===== config.mk =====
export PLATFORM = sky130hd
export DESIGN_NAME = ptri_class
export DESIGN_NICKNAME = d
export VERILOG_FILES = /design/src/design/ptri_pkg.sv /design/src/design/ptri_class.sv
export SDC_FILE = /design/constraint.sdc
export NUM_CORES = 1
export LEC_CHECK = 0
export ABC_AREA = 0
export BUFFER_PORTS_ARGS = -buffer_cell sky130_fd_sc_hd__clkbuf_2
export CAP_MARGIN = 20
export CORE_ASPECT_RATIO = 0.8
export CORE_MARGIN = 4
export CORE_UTILIZATION = 45
export CTS_CLUSTER_DIAMETER = 50
export DETAILED_ROUTE_END_ITERATION = 10
export GPL_TIMING_DRIVEN = 0
export PLACE_DENSITY = 0.81
export SLEW_MARGIN = 20
export SYNTH_ARGS = -nofsm -noshare
export SYNTH_HDL_FRONTEND = slang
export SYNTH_SLANG_ARGS = --single-unit
export TNS_END_PERCENT = 30

===== constraint.sdc =====
create_clock -name clk -period 1.98 [get_ports clk]
set_input_delay 0.396 -clock clk [delete_from_list [all_inputs] [get_ports clk]]
set_output_delay 0.396 -clock clk [all_outputs]
set_load 0.02 [all_outputs]

===== src/design/ptri_pkg.sv =====
`timescale 1ns / 1ps

package ptri_pkg;

    localparam int COORD_BITS_DEF = 20;

    // Projection plane codes
    typedef enum logic [1:0] {
        PLANE_XY = 2'd0,
        PLANE_YZ = 2'd1,
        PLANE_ZX = 2'd2
    } plane_t;

    // Result codes
    typedef enum logic [1:0] {
        CLASS_OUTSIDE  = 2'd0,
        CLASS_BOUNDARY = 2'd1,
        CLASS_INSIDE   = 2'd2
    } loc_class_t;

    // Control that rides along with every item through the pipeline
    typedef struct packed {
        logic hit;      // query equals a vertex
        logic strict;   // strict rule selected
    } ctrl_t;

endpackage


===== src/design/ptri_class.sv =====
`timescale 1ns / 1ps

module ptri_class
    import ptri_pkg::*;
#(
    parameter int COORD_BITS = COORD_BITS_DEF
)
(
    input  logic                             clk,
    input  logic                             rst_n,
    input  logic                             up_valid,
    output logic                             up_ready,
    input  ctrl_t                            up_ctrl,
    input  logic signed [2*COORD_BITS+3:0]   den,
    input  logic signed [2*COORD_BITS+3:0]   num_a,
    input  logic signed [2*COORD_BITS+3:0]   num_b,
    input  logic signed [2*COORD_BITS+3:0]   num_c,
    output logic                             down_valid,
    input  logic                             down_ready,
    output logic [1:0]                       location_class
);

    logic       valid_reg;
    loc_class_t class_reg;
    loc_class_t class_next;

    logic d_zero;
    logic a_out, b_out, c_out;
    logic a_zero, b_zero, c_zero;
    logic a_full, b_full, c_full;
    logic c_open;

    // Compare each weight against 0 and 1 with d as the unit
    assign d_zero = (den == 0);
    assign a_out  = (num_a < 0) || (num_a > den);
    assign b_out  = (num_b < 0) || (num_b > den);
    assign c_out  = (num_c < 0) || (num_c > den);
    assign a_zero = (num_a == 0);
    assign b_zero = (num_b == 0);
    assign c_zero = (num_c == 0);
    assign a_full = (num_a == den);
    assign b_full = (num_b == den);
    assign c_full = (num_c == den);
    assign c_open = (num_c > 0) && (num_c < den);

    always_comb
    begin
        if (up_ctrl.hit)
            class_next = CLASS_BOUNDARY;
        else if (d_zero)
            class_next = up_ctrl.strict ? CLASS_BOUNDARY : CLASS_OUTSIDE;
        else if (a_out || b_out)
            class_next = CLASS_OUTSIDE;
        else if (!up_ctrl.strict)
        begin
            // general rule: c is only checked through the equality tests first
            if (a_zero || a_full || b_zero || b_full || c_zero || c_full)
                class_next = CLASS_BOUNDARY;
            else if (c_open)
                class_next = CLASS_INSIDE;
            else
                class_next = CLASS_OUTSIDE;
        end
        else if (c_out)
            class_next = CLASS_OUTSIDE;
        else if (a_zero || b_zero || c_zero)
            class_next = CLASS_BOUNDARY;
        else
            class_next = CLASS_INSIDE;
    end

    assign up_ready = !valid_reg || down_ready;

    always_ff @(posedge clk or negedge rst_n)
    begin
        if (!rst_n)
            valid_reg <= 1'b0;
        else if (up_ready)
            valid_reg <= up_valid;
    end

    always_ff @(posedge clk)
    begin
        if (up_ready && up_valid)
            class_reg <= class_next;
    end

    assign down_valid     = valid_reg;
    assign location_class = class_reg;

endmodule


==> results of run 1 <==
==> worst min-delay path by stage <==
stage / endpoint / slack [ns] / cells past startpoint
final: down_valid / 0.41 / 2
after global routing: down_valid / 0.44 / 2
after CTS: down_valid / 0.41 / 2
after detailed placement: down_valid / 0.17 / 1
after global placement: down_valid / 0.17 / 1
after floorplan: down_valid / 0.10 / 0
==> cell families after synthesis <==
group,synth area share (%)
AOI/OAI and AO/OA,19.1
muxes,0.274
buffers and inverters,5.14
adders and majority gates,45.2
and+or+nand+nor,27.9
DFF,2.33
==> worst register-to-register path, stage by stage, from the launching register on <==
cell	delay [ns]
dfrtp_1	0.37
nand2b_1	0.12
and2_1	0.18
==> cell usage in the layout, fill, tap and decap left out, types with 2 or more instances in the layout <==
master / synthesis / final
clkbuf_2: 0 / 184
ha_1: 132 / 122
nor4_1: 47 / 46
inv_1: 50 / 43
a21oi_1: 41 / 39
nand4_1: 33 / 33
nand2_1: 23 / 22
nor2_1: 18 / 17
o21ai_0: 16 / 15
nand3_1: 14 / 14
a21o_1: 13 / 13
nor2b_1: 10 / 10
ha_4: 0 / 8
buf_4: 0 / 8
nor3_1: 7 / 7
and4_1: 5 / 5
o211ai_1: 5 / 5
inv_2: 0 / 4
a211oi_1: 6 / 4
o21ai_1: 3 / 4
clkbuf_8: 0 / 4
nand2b_1: 3 / 3
a221o_1: 3 / 3
and2_1: 3 / 2
a21boi_0: 2 / 2
o31ai_1: 2 / 2
o21a_1: 2 / 2
a211o_1: 2 / 2
or4_4: 0 / 2
a21oi_2: 0 / 2
ha_2: 0 / 2
edfxtp_1: 2 / 2
==> layout make-up <==
class                      count  area, µm²  share of cell area (%)
clock buffer                   4       45.0                   0.892
timing repair buffer         194       1000                    19.9
multi-input combinational    417       3570                    70.7
tap                          108        135                    2.68
inverter                      50        209                    4.14
sequential                     3       85.1                    1.68
==> sequential cells by signal, summed over array words and instances (netlist names) <==
| name | count |
|---|---|
| down_valid | 1 |
| location_class | 2 |
==> power breakdown <==
part           switching [mW]  total, mW  internal, mW  leakage, nW
sequential            0.00127     0.0726        0.0713       0.0304
clock                  0.0383      0.175         0.137       0.0228
combinational           0.539      0.991         0.452         2.60
==> per-stage QoR <==
stage	instances	setup slack [ns]	hold slack, ns
floorplan	470	-0.468	0.100
global placement	763	-1.06	0.171
detailed placement	763	-1.09	0.173
CTS	774	-0.577	0.408
global route	776	-0.710	0.442
finish	776	-0.607	0.406
==> cell usage after synthesis, types with 2 or more instances <==
library cell  number  area share (%)
nand2_1           23             2.4
and4_1             5             1.2
nor4_1            47             8.0
o21a_1             2            0.41
o21ai_1            3            0.41
inv_1             50             5.1
edfxtp_1           2             1.6
o211ai_1           5             1.0
or4_1              3            0.62
nand4_1           33             5.7
nor2b_1           10             1.7
a21o_1            13             2.7
nor2_1            18             1.8
ha_1             132              45
a211oi_1           6             1.2
o21ai_0           16             2.2
nor3_1             7            0.96
nand2b_1           3            0.51
a21oi_1           41             5.6
a211o_1            2            0.48
and2_1             3            0.51
a21boi_0           2            0.41
nand3_1           14             1.9
a221o_1            3            0.82
o31ai_1            2            0.41
==> timing repair <==
| item | in CTS | in global routing |
|---|---|---|
| endpoints found under the setup margin | 2 | 2 |
| hold buffers | 1 | 0 |
| gates resized for setup | 18 | 4 |
| pin swaps | 17 | 4 |
| endpoints found under the hold margin | 1 | 0 |
| buffers inserted | 6 | 2 |
==> layer usage <==
metal	part of all wire [%]	track usage, %
met5	0	0
met1	44	38.4
met4	1.1	4.93
met3	8.2	4.60
met2	46	50.1
==> results.toml, run 1 <==
[timing]
finClkSkew_ns = 0.00201
rsz0062_at_grt = "yes"
setup_viol_count_final = 2
final.setup.tns_ns = -1.19
fin_ws_ns = -0.607
post-route-period-util_pct = 131
hold_violations = 0
worst_pin_slew_ns = 0.720
max-slew-margin-rel_pct = 51.5
fmax_mhz = 387
fin_crit_ns = 2.59
drv_slew = 0

[detailed_routing]
drt_iter0_drc = 263
viasPerCell = 5.92
routed-via-count = 4593
ant_nets = 0
drt_first_pass_iters = 5
wl_per_cell_um = 18.5
drcViolationCount = 0
routed_wl_um = 14400

[setup_path]
worstPathArrival_ns = 2.54
worstSetupStartpoint = "den[15]"
critPathTopFamily = "compound AO/OA/AOI/OAI gates"
r2r_slack_ns = 1.02
crit_end = "location_class[0]"
path_cells = "clkbuf_2, inv_2, ha_4, and2_4, a221o_1, a221oi_2, a31oi_1, or4_1, nand2_2, o31ai_2"
crit_path_top_delay_cell = "or4_1"
crit_fanout = 3
cp_slowest_stage_delay_ns = 0.55
r2r_start = "down_valid"
crit_buf_inv = 2
cp-start-kind = "primary input"
worst-setup-path-type = "primary input to flip-flop"
required_ns = 1.94
endpoint_kind = "flip-flop"
path_depth = 10
r2r_end = "location_class[1]"
r2r.worst_path.cells = 2

[floorplan]
die_area_um2 = 9630
die_w_um = 109
core-area_um2 = 7910
io_pins = 186
die_h_um = 88.6
start_util_pct = 46.2
row_count = 29

[logic_synthesis]
synth_area_um2 = 3650
synth_nets = 784
synth_cells = 470
synth-edff-count = 2
avgSynthCellArea_um2 = 7.77
ys_seq_elements = 3
netlist-cell-type-count = 50
yosysWarnings = 0
synthArstFlopShare_pct = 33.3
synth_ff_type = "edfxtp_1"
synth-seq-area-share_pct = 2.33

[cells_and_area]
drive_gt1_share_pct = 35.2
design_area_um2 = 5050
nNetsFinal = 983
n_antenna_cell = 0
post-route-util_pct = 63.8
syn_to_final_growth_pct = 38.2
fill_cells = 737

[hold_path]
hp-start = "up_valid"
min_path_type = "primary input to flip-flop"

[clocking]
clk_pin_slew_ns = 0.03
clock_path_buffers = 2
cts_tree = "yes"
clock_sinks = 3
htreeDepth = 1
numCtsBuffers = 3
worstSkewPairLatency_ns = 0.22
cts_root_buffer = "clkbuf_8"

[grt]
antenna_found_initial = 0
grt_pass1_wl_um = 22000
first_global_vias = 4687
grt_max_degree = 8
track_usage_pct = 28.9
grt_overflow = 0

[power_and_ir_drop]
power_leakage_nw = 2.65
powerDensity_nw_per_um2 = 245
power.total_mw = 1.24
ir_drop_mv = 0.179

[outcome]
status = "finished, violations left"
violations = "setup timing"

[job]
drv_cap = 0

[placement]
place_area_um2 = 4820
place.gp.congestion = 0.986
dp_hpwl_um = 13200
numPortBuffers = 185
Note: power is estimated with default switching activity, not from simulation.
==> run 2: changes to the inputs <==
--- a/config.mk
+++ b/config.mk
@@ -5,7 +5,7 @@
 export SDC_FILE = /design/constraint.sdc
 export NUM_CORES = 1
 export LEC_CHECK = 0
-export ABC_AREA = 0
+export ABC_AREA = 1
 export BUFFER_PORTS_ARGS = -buffer_cell sky130_fd_sc_hd__clkbuf_2
 export CAP_MARGIN = 20
 export CORE_ASPECT_RATIO = 0.8
@@ -14,7 +14,7 @@
 export CTS_CLUSTER_DIAMETER = 50
 export DETAILED_ROUTE_END_ITERATION = 10
 export GPL_TIMING_DRIVEN = 0
-export PLACE_DENSITY = 0.81
+export PLACE_DENSITY = 0.79
 export SLEW_MARGIN = 20
 export SYNTH_ARGS = -nofsm -noshare
 export SYNTH_HDL_FRONTEND = slang
==> run 2 against run 1 <==
Against the previous run:
- the run still ends with setup timing left
- design area rose by 8.3%
- clock power rose by 81%
- worst hold slack got worse by 0.024 ns
- sequential share of layout area fell by 0.13 points
- critical path type unchanged
- largest power group unchanged
==> results.toml, run 2 <==
[cells_and_area]
design_area_um2 = 5470
mostFrequentLayoutCells = "clkbuf_2 (184), nand2_1 (164), ha_1 (124)"
largest_register_ffs = 2
fill_cells = 859
mostFrequentLayoutCell = "clkbuf_2"
post-route-util_pct = 63.4
nNetsFinal = 1168
syn_to_final_growth_pct = 34.5
n_antenna_cell = 0
drive_gt1_share_pct = 27.5

[placement]
place_ws_ns = -0.356
dp_hpwl_um = 12200
numPortBuffers = 185
place.gp.congestion = 0.906
place_area_um2 = 5130

[hold_path]
min_path_type = "primary input to flip-flop"
holdPathStages = 3

[setup_path]
path_common_cell = "nand2_1"
r2r.worst_path.cells = 1
r2r_slack_ns = 1.03
worst-setup-path-type = "primary input to flip-flop"
path_cells = "buf_8, clkinvlp_4, ha_4, buf_4, a21oi_1, o21a_1, nand2_1, a21oi_2, nand3_1, nand2_1, nand3_2, nand2_1, nor2_1, nand3_1, nand2_1"
crit_path_top_delay_cell = "ha_4"
endpoint_kind = "flip-flop"
cp_slowest_stage_delay_ns = 0.28
worstPathArrival_ns = 2.04
crit_fanout = 4
cp-start-kind = "primary input"
required_ns = 1.95

[logic_synthesis]
yosysMostFrequentCell = "nand2_1"
synth_nets = 971
synth-edff-count = 2
ys_top_cells_by_count = "nand2_1 (166), ha_1 (132), inv_1 (105), nor2_1 (78), a21oi_1 (50)"
yosysWarnings = 0
netlist-cell-type-count = 26
synth_top_area_cell = "ha_1"
synth_top_cell_area_share_pct = 40.6
synth_area_um2 = 4070
synth_cells = 657
synth_ff_type = "edfxtp_1"
synth-seq-area-share_pct = 2.09
ys_seq_elements = 3
synthArstFlopShare_pct = 33.3
synthTopCellsByArea = "ha_1 (41%), nand2_1 (15%), inv_1 (9.7%)"
avgSynthCellArea_um2 = 6.19

[timing]
fmax_mhz = 481
worst_pin_slew_ns = 0.522
post-route-period-util_pct = 105
max-slew-margin-rel_pct = 64.9
hold_violations = 0
fin_ws_ns = -0.0974
finClkSkew_ns = 0.000242
rsz0062_at_grt = "yes"
fin_crit_ns = 2.08
setup_viol_count_final = 2
drv_slew = 0

[grt]
grt_max_degree = 6
gr-max-usage-layer = "met2"
first_global_vias = 4610
grtUsageMet2_pct = 38.8
met1_usage_pct = 34.8
antenna_found_initial = 0
grt_overflow = 0
grtUsageMet3_pct = 2.07
track_usage_pct = 23.8
grt_pass1_wl_um = 20900

[clocking]
clock_sinks = 3
worstSkewPairLatency_ns = 0.22
cts_root_buffer = "clkbuf_16"
numCtsBuffers = 3
htreeDepth = 1
cts_tree = "yes"
clk_pin_slew_ns = 0.03
clock_path_buffers = 2

[floorplan]
die_h_um = 93.1
start_util_pct = 47.1
die_area_um2 = 10600
io_pins = 186
row_count = 30
die_w_um = 114
core-area_um2 = 8630

[power_and_ir_drop]
powerDensity_nw_per_um2 = 262
ir_drop_mv = 0.421
power_leakage_nw = 3.27

[detailed_routing]
drt_first_pass_iters = 5
drt_iter0_drc = 203
routed_wl_um = 13400
viasPerCell = 5.12
wl_per_cell_um = 13.9
drcViolationCount = 0
ant_nets = 0
routed-via-count = 4940

[outcome]
violations = "setup timing"
status = "finished, violations left"

[job]
drv_cap = 0
[run 2: cell count changes in the layout (fill, tap and decap cells not counted), moves of 10 or more]
cell,change
nor4_1,-25
nor2b_1,-10
inv_1,+56
nand3_1,+11
nor2_1,+51
nand2_1,+142
[run 2: power breakdown]
group,internal [mW],switching [mW]
sequential,0.0713,0.00163
clock,0.265,0.0512
combinational,0.461,0.584
total,0.798,0.637
[run 2: kinds of logic (layout without fill, tap and decap cells)]
kind of cell	after synthesis	count (layout)	synth area share [%]
simple gates	344	344	37.7
fa+ha+maj	132	132	40.6
buf+inv	105	301	9.69
compound gates	73	73	9.90
flops	3	3	2.09
[run 2: layout make-up]
cell class | instances | area [µm²] | share of cell area [%]
inverters | 105 | 398 | 7.27
multi-input cells | 549 | 3780 | 69.1
clock buffers | 4 | 78.8 | 1.44
repair buffers | 192 | 991 | 18.1
well taps | 112 | 140 | 2.56
flip-flops and latches | 3 | 85.1 | 1.55
[run 2: worst max-delay path: cells and delay by family]
kind | cells | cell delay, ns
buffers and inverters | 3 | 0.38
AO/OA/AOI/OAI | 3 | 0.43
adder cells (fa/ha/maj) | 1 | 0.28
AND/OR/NAND/NOR | 8 | 0.55
[run 2: what timing repair did]
item | 4_1_cts | 5_1_grt
pin swaps | 0 | 22
hold buffers | 1 | 0
buffers inserted | 0 | 6
endpoints found under the hold margin | 1 | 0
gates resized for setup | 3 | 39
setup endpoints to repair | 2 | 2
[run 2: through the flow]
stage | power, mW | cells | setup TNS [ns] | hold slack (ns)
4_1_cts | 1.37 | 959 | -0.135 | 0.385
6_report | 1.43 | 965 | -0.154 | 0.382
5_1_grt | 1.61 | 965 | -0.521 | 0.400
3_5_place_dp | 1.03 | 954 | -0.694 | 0.174
2_1_floorplan | 0.653 | 657 | 0 | 0.100
3_3_place_gp | 1.02 | 954 | -0.680 | 0.172
[run 2: worst paths after layout]
| check | end | from |
|---|---|---|
| worst max-delay path | location_class[0] | den[43] |
| worst min-delay path | down_valid | up_valid |
| worst max register to register | location_class[1] | down_valid |
| worst min register to register | down_valid | down_valid |
| max in group asynchronous | down_valid | rst_n |
| min in group asynchronous | down_valid | rst_n |
[run 2: layer usage]
metal	vias up	part of all wire [%]	wire length (µm)
met5	-	0	0
met3	13	7.1	957
met1	2114	48	6470
met2	180	44	5870
li1	2633	-	-
met4	0	0.98	131
