**src/design/ptri_pkg.sv**
```systemverilog
`timescale 1ns / 1ps

package ptri_pkg;

    localparam int COORD_BITS_DEF = 20;

    // Projection plane codes
    typedef enum logic [1:0] {
        PLANE_XY = 2'd0,
        PLANE_YZ = 2'd1,
        PLANE_ZX = 2'd2
    } plane_t;

    // Result codes
    typedef enum logic [1:0] {
        CLASS_OUTSIDE  = 2'd0,
        CLASS_BOUNDARY = 2'd1,
        CLASS_INSIDE   = 2'd2
    } loc_class_t;

    // Control that rides along with every item through the pipeline
    typedef struct packed {
        logic hit;      // query equals a vertex
        logic strict;   // strict rule selected
    } ctrl_t;

endpackage

```
**src/design/ptri_sum.sv**
```systemverilog
`timescale 1ns / 1ps

module ptri_sum
    import ptri_pkg::*;
#(
    parameter int COORD_BITS = COORD_BITS_DEF
)
(
    input  logic                             clk,
    input  logic                             rst_n,
    input  logic                             up_valid,
    output logic                             up_ready,
    input  ctrl_t                            up_ctrl,
    input  logic signed [2*COORD_BITS+1:0]   prod_d1,
    input  logic signed [2*COORD_BITS+1:0]   prod_d2,
    input  logic signed [2*COORD_BITS+1:0]   prod_a1,
    input  logic signed [2*COORD_BITS+1:0]   prod_a2,
    input  logic signed [2*COORD_BITS+1:0]   prod_b1,
    input  logic signed [2*COORD_BITS+1:0]   prod_b2,
    output logic                             down_valid,
    input  logic                             down_ready,
    output ctrl_t                            down_ctrl,
    output logic signed [2*COORD_BITS+3:0]   den,
    output logic signed [2*COORD_BITS+3:0]   num_a,
    output logic signed [2*COORD_BITS+3:0]   num_b,
    output logic signed [2*COORD_BITS+3:0]   num_c
);

    localparam int W = 2 * COORD_BITS + 4;

    // Stage A: form d, na, nb
    logic                s1_valid_reg;
    logic                s1_ready;
    ctrl_t               s1_ctrl_reg;
    logic signed [W-1:0] s1_d_reg, s1_a_reg, s1_b_reg;
    logic signed [W-1:0] s1_d_next, s1_a_next, s1_b_next;

    // Stage B: make d non-negative, form nc
    logic                s2_valid_reg;
    ctrl_t               s2_ctrl_reg;
    logic signed [W-1:0] s2_d_reg, s2_a_reg, s2_b_reg, s2_c_reg;
    logic signed [W-1:0] s2_d_next, s2_a_next, s2_b_next, s2_c_next;

    assign s1_d_next = W'(prod_d1) + W'(prod_d2);
    assign s1_a_next = W'(prod_a1) + W'(prod_a2);
    assign s1_b_next = W'(prod_b1) + W'(prod_b2);

    assign up_ready = !s1_valid_reg || s1_ready;
    assign s1_ready = !s2_valid_reg || down_ready;

    always_ff @(posedge clk or negedge rst_n)
    begin
        if (!rst_n)
        begin
            s1_valid_reg <= 1'b0;
            s2_valid_reg <= 1'b0;
        end
        else
        begin
            if (up_ready)
                s1_valid_reg <= up_valid;
            if (s1_ready)
                s2_valid_reg <= s1_valid_reg;
        end
    end

    always_ff @(posedge clk)
    begin
        if (up_ready && up_valid)
        begin
            s1_ctrl_reg <= up_ctrl;
            s1_d_reg    <= s1_d_next;
            s1_a_reg    <= s1_a_next;
            s1_b_reg    <= s1_b_next;
        end
    end

    always_comb
    begin
        if (s1_d_reg < 0)
        begin
            s2_d_next = -s1_d_reg;
            s2_a_next = -s1_a_reg;
            s2_b_next = -s1_b_reg;
        end
        else
        begin
            s2_d_next = s1_d_reg;
            s2_a_next = s1_a_reg;
            s2_b_next = s1_b_reg;
        end
        s2_c_next = s2_d_next - s2_a_next - s2_b_next;
    end

    always_ff @(posedge clk)
    begin
        if (s1_ready && s1_valid_reg)
        begin
            s2_ctrl_reg <= s1_ctrl_reg;
            s2_d_reg    <= s2_d_next;
            s2_a_reg    <= s2_a_next;
            s2_b_reg    <= s2_b_next;
            s2_c_reg    <= s2_c_next;
        end
    end

    assign down_valid = s2_valid_reg;
    assign down_ctrl  = s2_ctrl_reg;
    assign den        = s2_d_reg;
    assign num_a      = s2_a_reg;
    assign num_b      = s2_b_reg;
    assign num_c      = s2_c_reg;

endmodule

```
**config.mk**
```make
export PLATFORM = sky130hd
export DESIGN_NAME = ptri_sum
export DESIGN_NICKNAME = d
export VERILOG_FILES = /design/src/design/ptri_pkg.sv /design/src/design/ptri_sum.sv
export SDC_FILE = /design/constraint.sdc
export NUM_CORES = 1
export LEC_CHECK = 0
export BUFFER_PORTS_ARGS = -buffer_cell sky130_fd_sc_hd__buf_2
export CELL_PAD_IN_SITES_DETAIL_PLACEMENT = 0
export CELL_PAD_IN_SITES_GLOBAL_PLACEMENT = 1
export CORE_ASPECT_RATIO = 0.7
export CORE_MARGIN = 5
export CORE_UTILIZATION = 35
export DETAILED_ROUTE_END_ITERATION = 8
export PLACE_DENSITY = 0.77
export SETUP_SLACK_MARGIN = 0.15
export SYNTH_ARGS = -nofsm -noshare
export SYNTH_HDL_FRONTEND = slang
export SYNTH_SLANG_ARGS = --single-unit
```
**constraint.sdc**
```tcl
create_clock -name clk -period 12 [get_ports clk]
set_input_delay 0.6 -clock clk [delete_from_list [all_inputs] [get_ports clk]]
set_output_delay 0.6 -clock clk [all_outputs]
set_load 0.02 [all_outputs]
```
==> results.md, run 1 <==
* Status: complete, no violations
* Leak at 11.1 nW
* TritonCTS clock tree: yes
* Drt wl/cell at 22.4 um
* Commonest cells post-synth: edfxtp_1, ha_1, a21oi_1
* Most frequent cell after synthesis: edfxtp_1
* Vias in the first global route at 18100
* DP Wirelength at 64800 um
* CP Cell Sequence: inv_1 -> ha_1 -> or3b_1 -> nor4_1 -> nand2_1 -> or3_1 -> nand2b_1 -> or2_1 -> o41ai_1 -> xor2_1 -> fa_1 -> ha_1 -> nand4_1 -> nor3_1 -> and3_1 -> o2111ai_1 -> a311oi_1 -> a31oi_1 -> a21oi_1 -> xor2_1
* Effective utilization at floorplan at 35.4%
* Largest net degree at the start of global routing at 75
* Startpoint types: flop
* CP arrival at 6610 ps
* Root Driver: clkbuf_16
* Crit path kind: reg -> reg
* Slew headroom at 34.5%
* H-Tree Depth at 2
* Layout Skew at 34.4 ps
* Highest-delay cell along the critical path: a311oi_1
* Final worst path period share at 52.5%
* DR vias/cell at 5.44
* RePlAce Congestion at 0.896
* Yosys cell types at 81
* Post-synthesis net count at 2619
* DIE HEIGHT at 221 um
* Core Area at 0.0631 mm2
* Syn-to-layout area delta at 19.4%
* I/O pin count at 438
* Vias at 18700
* GRT overflow at 0
* DRT Wirelength at 77100 um
* Sequential fraction of the synthesis area at 41.8%
* Buf/Inv on CP at 1
* Initial antenna violation count at 13
* Largest stage delay, worst path at 670 ps
* # DRC at 0
* Post-CTS Setup Bufs at 0
* Share of layout cells above drive strength 1 at 19.9%
* Mapped Area at 0.0223 mm2
* Setup violators final at 0
* Hold_buf cts at 1
* CP delay by family, top: simple AND/OR/NAND/NOR gates
* Row count at 77
* Post-synthesis register bit count at 311
* Die width at 312 um
* Drt pass-1 iters at 5
* Final hold slack at 210 ps
* Endpoints failing hold at 0
* CTS sink cnt at 311
* Nets at 3057
* Peak VDD IR at 122 uV
* Yosys warns at 0
* Synth top area share at 41.6%
* Max Cap Violations at 0
* Final ANT Viol Nets at 0
* Top cells by area, synth: edfxtp_1, ha_1, xnor2_1
* CP Capture Type: flop
* Worst-path clk slew at 60 ps
* Worst hold path type: in -> reg
* Primary FF master, synth: edfxtp_1
* Clock Latency Late Sink at 570 ps
* Total CTS buffers at 37
* Fin crit period at 6300 ps
* First-pass GRT wire length at 113000 um
* Critical Path Fanout Max at 6
* EDFF count, synth at 309
* Most area-hungry cell type in the Yosys netlist: edfxtp_1
* Worst Tran Pin Value at 983 ps
* Gr usage total at 21.4%
* Setup TNS at 0 ps
* Mapped Cells at 2143
* Pwr dens at 201 mW/mm2
* Die area at 0.0690 mm2
* First DRT Iteration DRCs at 2067
* CP Data Required Time at 12310 ps
* Fin. max-slew vios at 0
* Fmax at 159 MHz
* RSZ-0062 raised after global routing: false
* Number of port buffers at 437
* CTS max path bufs at 3
* Synth async-reset ratio at 0.643%
* Post-Syn Area per Cell at 10.4 um2
* PostCTS Resize Cnt at 0
cells in the final DEF (no fill, tap or decap), drive strengths merged, types with 7 or more instances in the layout:
| master | n |
|---|---|
| edfxtp | 309 |
| a21boi | 13 |
| o21bai | 19 |
| a21oi | 152 |
| xor2 | 117 |
| nor4 | 16 |
| inv | 144 |
| a211oi | 18 |
| nand2 | 137 |
| or2 | 10 |
| buf | 443 |
| and4 | 12 |
| and3 | 19 |
| o21a | 31 |
| fa | 46 |
| clkinv | 16 |
| xnor2 | 145 |
| o31ai | 36 |
| o41ai | 20 |
| a31oi | 19 |
| or4 | 12 |
| o2111ai | 9 |
| nor2b | 19 |
| clkbuf | 42 |
| or3 | 22 |
| and2 | 13 |
| nand2b | 38 |
| o31a | 8 |
| ha | 172 |
| nand4 | 25 |
| nor2 | 125 |
| o211ai | 19 |
| o21ai | 132 |
| a2111oi | 7 |
| nor3 | 41 |
| a21o | 85 |
| a221oi | 7 |
| nand3 | 34 |
through the flow:
| stage | power, W | area (um2) | util (%) | std cells | worst slack, ps |
|---|---|---|---|---|---|
| final | 0.00535 | 26600 | 42.2 | 3441 | 5700 |
| after floorplan | 0.00343 | 22300 | - | 2143 | 6670 |
| after detailed placement | 0.00422 | 25400 | 40.3 | 3370 | 5770 |
| after global routing | 0.00568 | 26600 | 42.2 | 3441 | 5280 |
| after global placement | 0.00420 | 25400 | 40.3 | 3370 | 5910 |
| after CTS | 0.00534 | 26600 | 42.2 | 3437 | 5770 |
metal layers:
metal | part of all wire (%) | vias up | routed length (um) | global-route usage, %
met5 | 0.076 | - | 59 | 0
met4 | 2.0 | 10 | 1550 | 5.37
met3 | 6.3 | 94 | 4870 | 2.96
met2 | 42 | 685 | 32400 | 31.3
met1 | 50 | 9076 | 38200 | 33.2
li1 | - | 8856 | - | -
power breakdown:
group / total, W / leakage, nW / switching, W / internal (W)
combinational: 0.00254 / 7.59 / 0.00157 / 0.000972
clock: 0.00111 / 0.571 / 0.000460 / 0.000648
sequential: 0.00169 / 2.99 / 0.000135 / 0.00156
final cells by class:
type	instances	area (um2)
Sequential cell	311	9330
Multi-Input combinational cell	1644	12300
Antenna cell	4	10.0
Clock buffer	42	966
Timing Repair Buffer	444	2240
Inverter	143	537
Clock inverter	24	228
Fill cell	6024	36500
Tap cell	829	1040
kinds of logic after synthesis:
family | after synthesis | share of synthesized area (%)
compound gates | 616 | 18.1
simple gates | 538 | 12.4
flops | 311 | 41.8
xor+xnor | 263 | 10.4
fa+ha+maj | 218 | 13.8
buf+inv | 188 | 3.17
mux | 8 | 0.376
other cells | 1 | 0.0168
worst paths after layout:
path                                          startpoint                        to  slack [ps]  depth (start not counted)
worst max-delay path               s1_a_reg[0]$_DFFE_PP_       num_c[40]$_DFFE_PP_        5700                         20
worst min-delay path                          up_ctrl[1]  s1_ctrl_reg[1]$_DFFE_PP_         210                          1
worst max register to register     s1_a_reg[0]$_DFFE_PP_       num_c[40]$_DFFE_PP_        5700                         20
worst min register to register  s1_ctrl_reg[0]$_DFFE_PP_    down_ctrl[0]$_DFFE_PP_         430                          0
max in group asynchronous                          rst_n    down_valid$_DFFE_PN0P_       11530                          2
min in group asynchronous                          rst_n  s1_valid_reg$_DFFE_PN0N_         370                          2
(Power assumes the default switching activity.)
==> run 2, diff against run 1 <==
PLACE_DENSITY = 0.8   (was 0.77)
clock period = 5.7 ns   (was 12 ns; I/O delays follow)
==> run 2 against run 1 <==
Die area unchanged; clock power increased by 99%; maximum frequency increased by 18%; flip-flop and latch count unchanged; worst setup slack got worse by 5300 ps; hold slack got worse by 150 ps; largest power group unchanged; highest routed layer is now met4.
==> results.md, run 2 (synthesis gave the netlist of run 1 again) <==
* Fin. max-slew vios at 0 (unchanged)
* Nets at 3091 (+1.1%)
* DR vias/cell at 5.38 (-1.1%)
* Layout Skew at 25.1 ps (-9.35 ps)
* CTS max path bufs at 3 (unchanged)
* Die area at 0.0690 mm2 (unchanged)
* Startpoint types: flop
* Setup violators final at 0 (unchanged)
* Final ANT Viol Nets at 0 (unchanged)
* FF-to-FF End: num_c[43]$_DFFE_PP_
* Slack of the worst reg-to-reg path at 370 ps (-5330 ps)
* DIE HEIGHT at 221 um (unchanged)
* Crit path kind: reg -> reg
* Hold path start: prod_b2[0]
* First-pass GRT wire length at 113000 um (-0.60%)
* Number of port buffers at 437 (unchanged)
* Slew headroom at 29.9% (-4.5 points)
* Initial antenna violation count at 7 (-6)
* CP Capture Type: flop
* Dpl ws at -20.7 ps (-5790 ps)
* DP Wirelength at 64300 um (-0.80%)
* First DRT Iteration DRCs at 1669 (-19%)
* Clock Latency Late Sink at 550 ps (-20 ps)
* Syn-to-layout area delta at 21.3%
* RePlAce Congestion at 0.923 (+2.9%)
* Critical Path Fanout Max at 5 (-1)
* Commonest non-fill, non-tap cell in the layout: buf_2
* Vias in the first global route at 18100 (-0.20%)
* Status: complete, no violations
* PnR worst setup slack at 368 ps (-5330 ps)
* TritonCTS clock tree: yes
* Hold endpoint: s1_b_reg[0]$_DFFE_PP_
* Fin crit period at 5330 ps (-967 ps)
* Vias at 18700 (-0.069%)
* Setup TNS at 0 ps (unchanged)
* Pwr dens at 420 mW/mm2 (+110%)
* CP startpoint: s1_d_reg[7]$_DFFE_PP_
* Peak VDD IR at 194 uV (+59%)
* CTS sink cnt at 311 (unchanged)
* DRT Wirelength at 76600 um (-0.69%)
* Drt wl/cell at 22.0 um (-1.7%)
* Final worst path period share at 93.5% (+41 points)
* H-Tree Depth at 2 (unchanged)
* Pwr Total at 0.0114 W (+110%)
* Most frequent cells in the layout: buf_2, edfxtp_1, ha_1
* Share of layout cells above drive strength 1 at 21.7% (+1.8 points)
* Root Driver: clkbuf_16
* RSZ-0062 raised after global routing: true
* Drt pass-1 iters at 5 (unchanged)
* Worst hold path type: in -> reg
* # DRC at 0 (unchanged)
* Hold Crit Depth at 2 (+1)
* Core Area at 0.0631 mm2 (unchanged)
* I/O pin count at 438 (unchanged)
* Total CTS buffers at 36 (-2.7%)
* Die width at 312 um (unchanged)
* Gr usage total at 21.2% (-0.22 points)
* Worst-path clk slew at 60 ps (about the same)
* Final hold slack at 63.8 ps (-146 ps)
* Fmax at 188 MHz (+18%)
* Row count at 77 (unchanged)
* Max Cap Violations at 0 (unchanged)
* Layout Utilization at 42.9% (+0.67 points)
* Reg-to-Reg Start: s1_d_reg[7]$_DFFE_PP_
* Effective utilization at floorplan at 35.4% (unchanged)
* Endpoints failing hold at 0 (unchanged)
* Worst Tran Pin Value at 1050 ps (+67.9 ps)
* Largest net degree at the start of global routing at 179 (+140%)
* Leak at 11.3 nW (+1.7%)
* FF-to-FF path depth at 18 (-10%)
* CP arrival at 5740 ps (-870 ps)
* CP Data Required Time at 6110 ps (-6200 ps)
* GRT overflow at 0 (unchanged)
==> run 2: repair_timing <==
item / CTS / global route
endpoints found under the setup margin: 3 / 13
pin swaps: 1 / 19
gates resized for setup: 4 / 31
endpoints found under the hold margin: 5 / 0
hold buffers: 4 / 0
buffers inserted: 0 / 7
==> run 2: worst max-delay path, cell delays in order, from the launching register on <==
cell and delay (ps):
edfxtp_1 450, nor4_2 300, buf_4 170, nand4_1 200, or3_4 410, or4_1 490, or3_4 410, o41ai_1 320
xnor2_1 310, fa_1 500, ha_1 340, a21o_1 160, a21o_1 170, a21o_1 210, a21oi_1 140, o21ai_0 70
o21ai_0 120, or3b_1 370, nand3_1 70
==> run 2: where the power goes <==
group / switching [W] / internal (W) / leakage, nW / total [W]
clock network: 0.000930 / 0.00128 / 0.520 / 0.00221
logic: 0.00339 / 0.00221 / 7.83 / 0.00560
registers: 0.000275 / 0.00328 / 2.99 / 0.00356
total: 0.00460 / 0.00677 / 11.3 / 0.0114
==> run 2: final cells by class <==
type	count	area, um2
multi-input cells	1644	12500
clock buffers	43	948
well taps	829	1040
flip-flops and latches	311	9330
repair buffers	479	2540
clock inverters	21	160
fillers	5999	36100
inverters	143	537
diodes	6	15.0
==> run 2: how the worst max path moves through the flow <==
stage / endpoint / cells past startpoint
detailed placement: num_c[40]$_DFFE_PP_ / 21
finish: num_c[43]$_DFFE_PP_ / 18
global placement: num_c[40]$_DFFE_PP_ / 21
floorplan: num_c[40]$_DFFE_PP_ / 20
CTS: num_c[40]$_DFFE_PP_ / 21
global route: num_c[40]$_DFFE_PP_ / 22
==> run 2: metal layers <==
layer,GRT usage (%),vias up,part of all wire [%]
met5,0,-,0
met4,4.56,0,1.8
met2,31.5,685,43
li1,-,8916,-
met1,32.8,9035,50
met3,2.89,72,6.1
==> run 2: metrics by stage <==
step           std cells  instance area (um2)
4_1_cts             3463                26800
3_3_place_gp        3395                25600
6_report            3476                27100
2_1_floorplan       2143                22300
3_5_place_dp        3395                25600
5_1_grt             3472                27000
==> run 3, diff against run 2 <==
BUFFER_PORTS_ARGS = unset   (was -buffer_cell sky130_fd_sc_hd__buf_2)
DONT_BUFFER_PORTS = 1   (was unset)
PLACE_DENSITY = 0.72   (was 0.8)
RECOVER_POWER = 100   (was unset)
==> run 3 against run 2 <==
The run now ends with max-capacitance violations, max-slew violations left; worst setup slack worse by 72 ps; utilization down 3.1 points; design area down 7.2%; maximum frequency down 1.3%; combinational power down 13%; largest cell class unchanged; critical path depth unchanged.
==> results.md, run 3 (synthesis gave the netlist of run 1 again) <==
* Pint at 0.00678 W (about the same)
* Clock Latency Late Sink at 560 ps (about the same)
* Final ANT Viol Nets at 0 (unchanged)
* Slack of the worst reg-to-reg path at 300 ps (-70 ps)
* Share of layout cells above drive strength 1 at 6.55% (-15 points)
* Leak at 9.71 nW (-14%)
* Multi-input gate area at 0.0125 mm2 (about the same)
* Vias in the first global route at 16500 (-8.8%)
* Worst Tran Pin Value at 4490 ps (+3440 ps)
* Max Cap Violations at 2 (+2)
* RePlAce Congestion at 0.915 (-0.78%)
* Effective utilization at floorplan at 35.4% (unchanged)
* FF-to-FF path depth at 18 (unchanged)
* First DRT Iteration DRCs at 1581 (-5.3%)
* Setup TNS at 0 ps (unchanged)
* Fin area at 0.0251 mm2 (-7.2%)
* Fin crit period at 5400 ps (+71.6 ps)
* Root Driver: clkbuf_16
* Nets at 2680 (-13%)
* Highest-delay cell along the critical path: or4b_4
* Die width at 312 um (unchanged)
* Hold Crit Depth at 2 (unchanged)
* Layout Skew at 23.6 ps (-1.48 ps)
* Sw power at 0.00452 W (-1.6%)
* Crit path top cell by count: nor4_4
* Most frequent cells in the layout: edfxtp_1, ha_1, a21oi_1
* Crit path kind: reg -> reg
* Drt wl/cell at 24.7 um (+12%)
* Fin. max-slew vios at 227 (+227)
* Critical Path Fanout Max at 10 (+5)
* DP Area at 0.0235 mm2 (-8.3%)
* Initial antenna violation count at 18 (+11)
* DRT Wirelength at 75700 um (-1.2%)
* Worst-path clk slew at 60 ps (about the same)
* Row count at 77 (unchanged)
* Reg-to-Reg Start: s1_b_reg[4]$_DFFE_PP_
* DP Wirelength at 62700 um (-2.4%)
* Setup violators final at 0 (unchanged)
* # DRC at 0 (unchanged)
* RSZ-0062 raised after global routing: true
* CTS max path bufs at 3 (unchanged)
* Sw Ratio at 40.0% (-0.41 points)
* CP Capture Type: flop
* FF-to-FF End: num_c[43]$_DFFE_PP_
* DR vias/cell at 5.61 (+4.3%)
* CP arrival at 5810 ps (+70 ps)
* Core Area at 0.0631 mm2 (unchanged)
* Register Area at 0.00933 mm2 (unchanged)
* Clock power share at 20.9% (+1.5 points)
* GRT overflow at 0 (unchanged)
* Hold endpoint: s1_b_reg[41]$_DFFE_PP_
* CP Data Required Time at 6100 ps (about the same)
* Filler cells at 6079 (+1.3%)
* Endpoints failing hold at 0 (unchanged)
* Syn-to-layout area delta at 12.5%
* Failing checks: max-capacitance violations, max-slew violations
* Worst hold path type: in -> reg
* Power share of the combinational group at 43.4% (-5.9 points)
* TritonCTS clock tree: yes
* Die area at 0.0690 mm2 (unchanged)
* Fmax at 185 MHz (-1.3%)
* CP Cell Sequence: nor4_4 -> nand4_1 -> or2_0 -> or4b_4 -> nor4_4 -> buf_4 -> nand2_1 -> o31ai_1 -> xor2_1 -> fa_1 -> ha_2 -> and3_4 -> and3_1 -> a21oi_1 -> o21ai_0 -> o21ai_1 -> or3b_1 -> nand3_1
* Flop pwr share at 35.7% (+4.4 points)
* Startpoint types: flop
* Slew headroom at -199% (-230 points)
* Largest net degree at the start of global routing at 179 (unchanged)
* Drt pass-1 iters at 7 (+2)
* First-pass GRT wire length at 109000 um (-3.1%)
* Hold path start: prod_b2[41]
* Vias at 17200 (-8.1%)
* DIE HEIGHT at 221 um (unchanged)
* Status: finished, violations left
* Final worst path period share at 94.8% (+1.3 points)
* Number of port buffers at 0 (-100%)
* Pwr dens at 450 mW/mm2 (+7.1%)
* CTS sink cnt at 311 (unchanged)
* Pwr Total at 0.0113 W (-0.60%)
* Peak VDD IR at 202 uV (+4.0%)
* H-Tree Depth at 2 (unchanged)
* I/O pin count at 438 (unchanged)
* Gr usage total at 20.9% (-0.30 points)
* Commonest non-fill, non-tap cell in the layout: edfxtp_1
* Largest stage delay, worst path at 600 ps (+100 ps)
* Total CTS buffers at 37 (+2.8%)
## run 3: changes by cell type in the layout (fill, tap and decap cells not counted), moves of 4 or more
cell and change:
dlygate4sd3_1 +8, clkinv_1 -6, buf_2 -437, clkbuf_1 +11, clkinv_2 +6, nor4_2 -4
## run 3: worst max-delay path by stage
stage / to / startpoint / cells past startpoint / slack [ps]
after global placement: num_c[40]$_DFFE_PP_ / s1_a_reg[1]$_DFFE_PP_ / 21 / 10
after global routing: num_c[40]$_DFFE_PP_ / s1_a_reg[1]$_DFFE_PP_ / 22 / 50
after floorplan: num_c[40]$_DFFE_PP_ / s1_a_reg[0]$_DFFE_PP_ / 20 / 380
after detailed placement: num_c[40]$_DFFE_PP_ / s1_a_reg[1]$_DFFE_PP_ / 21 / -110
final: num_c[43]$_DFFE_PP_ / s1_b_reg[4]$_DFFE_PP_ / 18 / 300
after CTS: num_c[40]$_DFFE_PP_ / s1_a_reg[1]$_DFFE_PP_ / 21 / 70
## run 3: critical path: cells and delay by family (launching register included)
kind	cells	cell delay, ps
and+or+nand+nor	10	2680
xor gates and xnor gates	1	340
buffers and inverters	1	180
DFF	1	520
adders and majority gates	2	870
AOI/OAI and AO/OA	4	660
## run 3: power by group through the flow
stage                     registers [W]  clock network [W]  logic, W
after floorplan                 0.00390                  0   0.00332
final                           0.00404            0.00236   0.00490
after CTS                       0.00403            0.00241   0.00473
after detailed placement        0.00407                  0   0.00468
after global placement          0.00407                  0   0.00466
after global routing            0.00408            0.00251   0.00541
## run 3: what timing repair did
action,CTS,global route
cloned,0,0
setup endpoints to repair,10,12
pin swaps,1,17
hold endpoints to repair,9,0
hold buffers,12,0
buffers inserted,8,7
gates resized for setup,3,37
## run 3: area by class of cell
cell class | count | area share, %
Multi-Input combinational cell | 1644 | 49.8
Timing Repair Buffer | 67 | 1.96
Clock buffer | 42 | 3.76
Tap cell | 829 | 4.13
Clock inverter | 23 | 1.00
Inverter | 143 | 2.14
Sequential cell | 311 | 37.2
Antenna cell | 5 | 0.0498
## run 3: metrics by stage
step | instances | setup WS, ps | hold WS (ps) | utilization (%)
floorplan | 2143 | 376 | -10.6 | -
global placement | 2967 | 11.4 | -10.5 | 37.2
detailed placement | 2967 | -114 | -10.5 | 37.2
CTS | 3052 | 70.0 | 104 | 39.5
global route | 3061 | 50.0 | 116 | 39.8
finish | 3064 | 296 | 131 | 39.8
## run 3: per-layer routing
layer / track usage, % / wire length (um) / vias up
met4: 4.94 / 1780 / 28
met2: 30.4 / 31600 / 638
met3: 5.41 / 5930 / 117
met5: 0 / 203 / -
li1: - / - / 8110
met1: 31.0 / 36200 / 8305
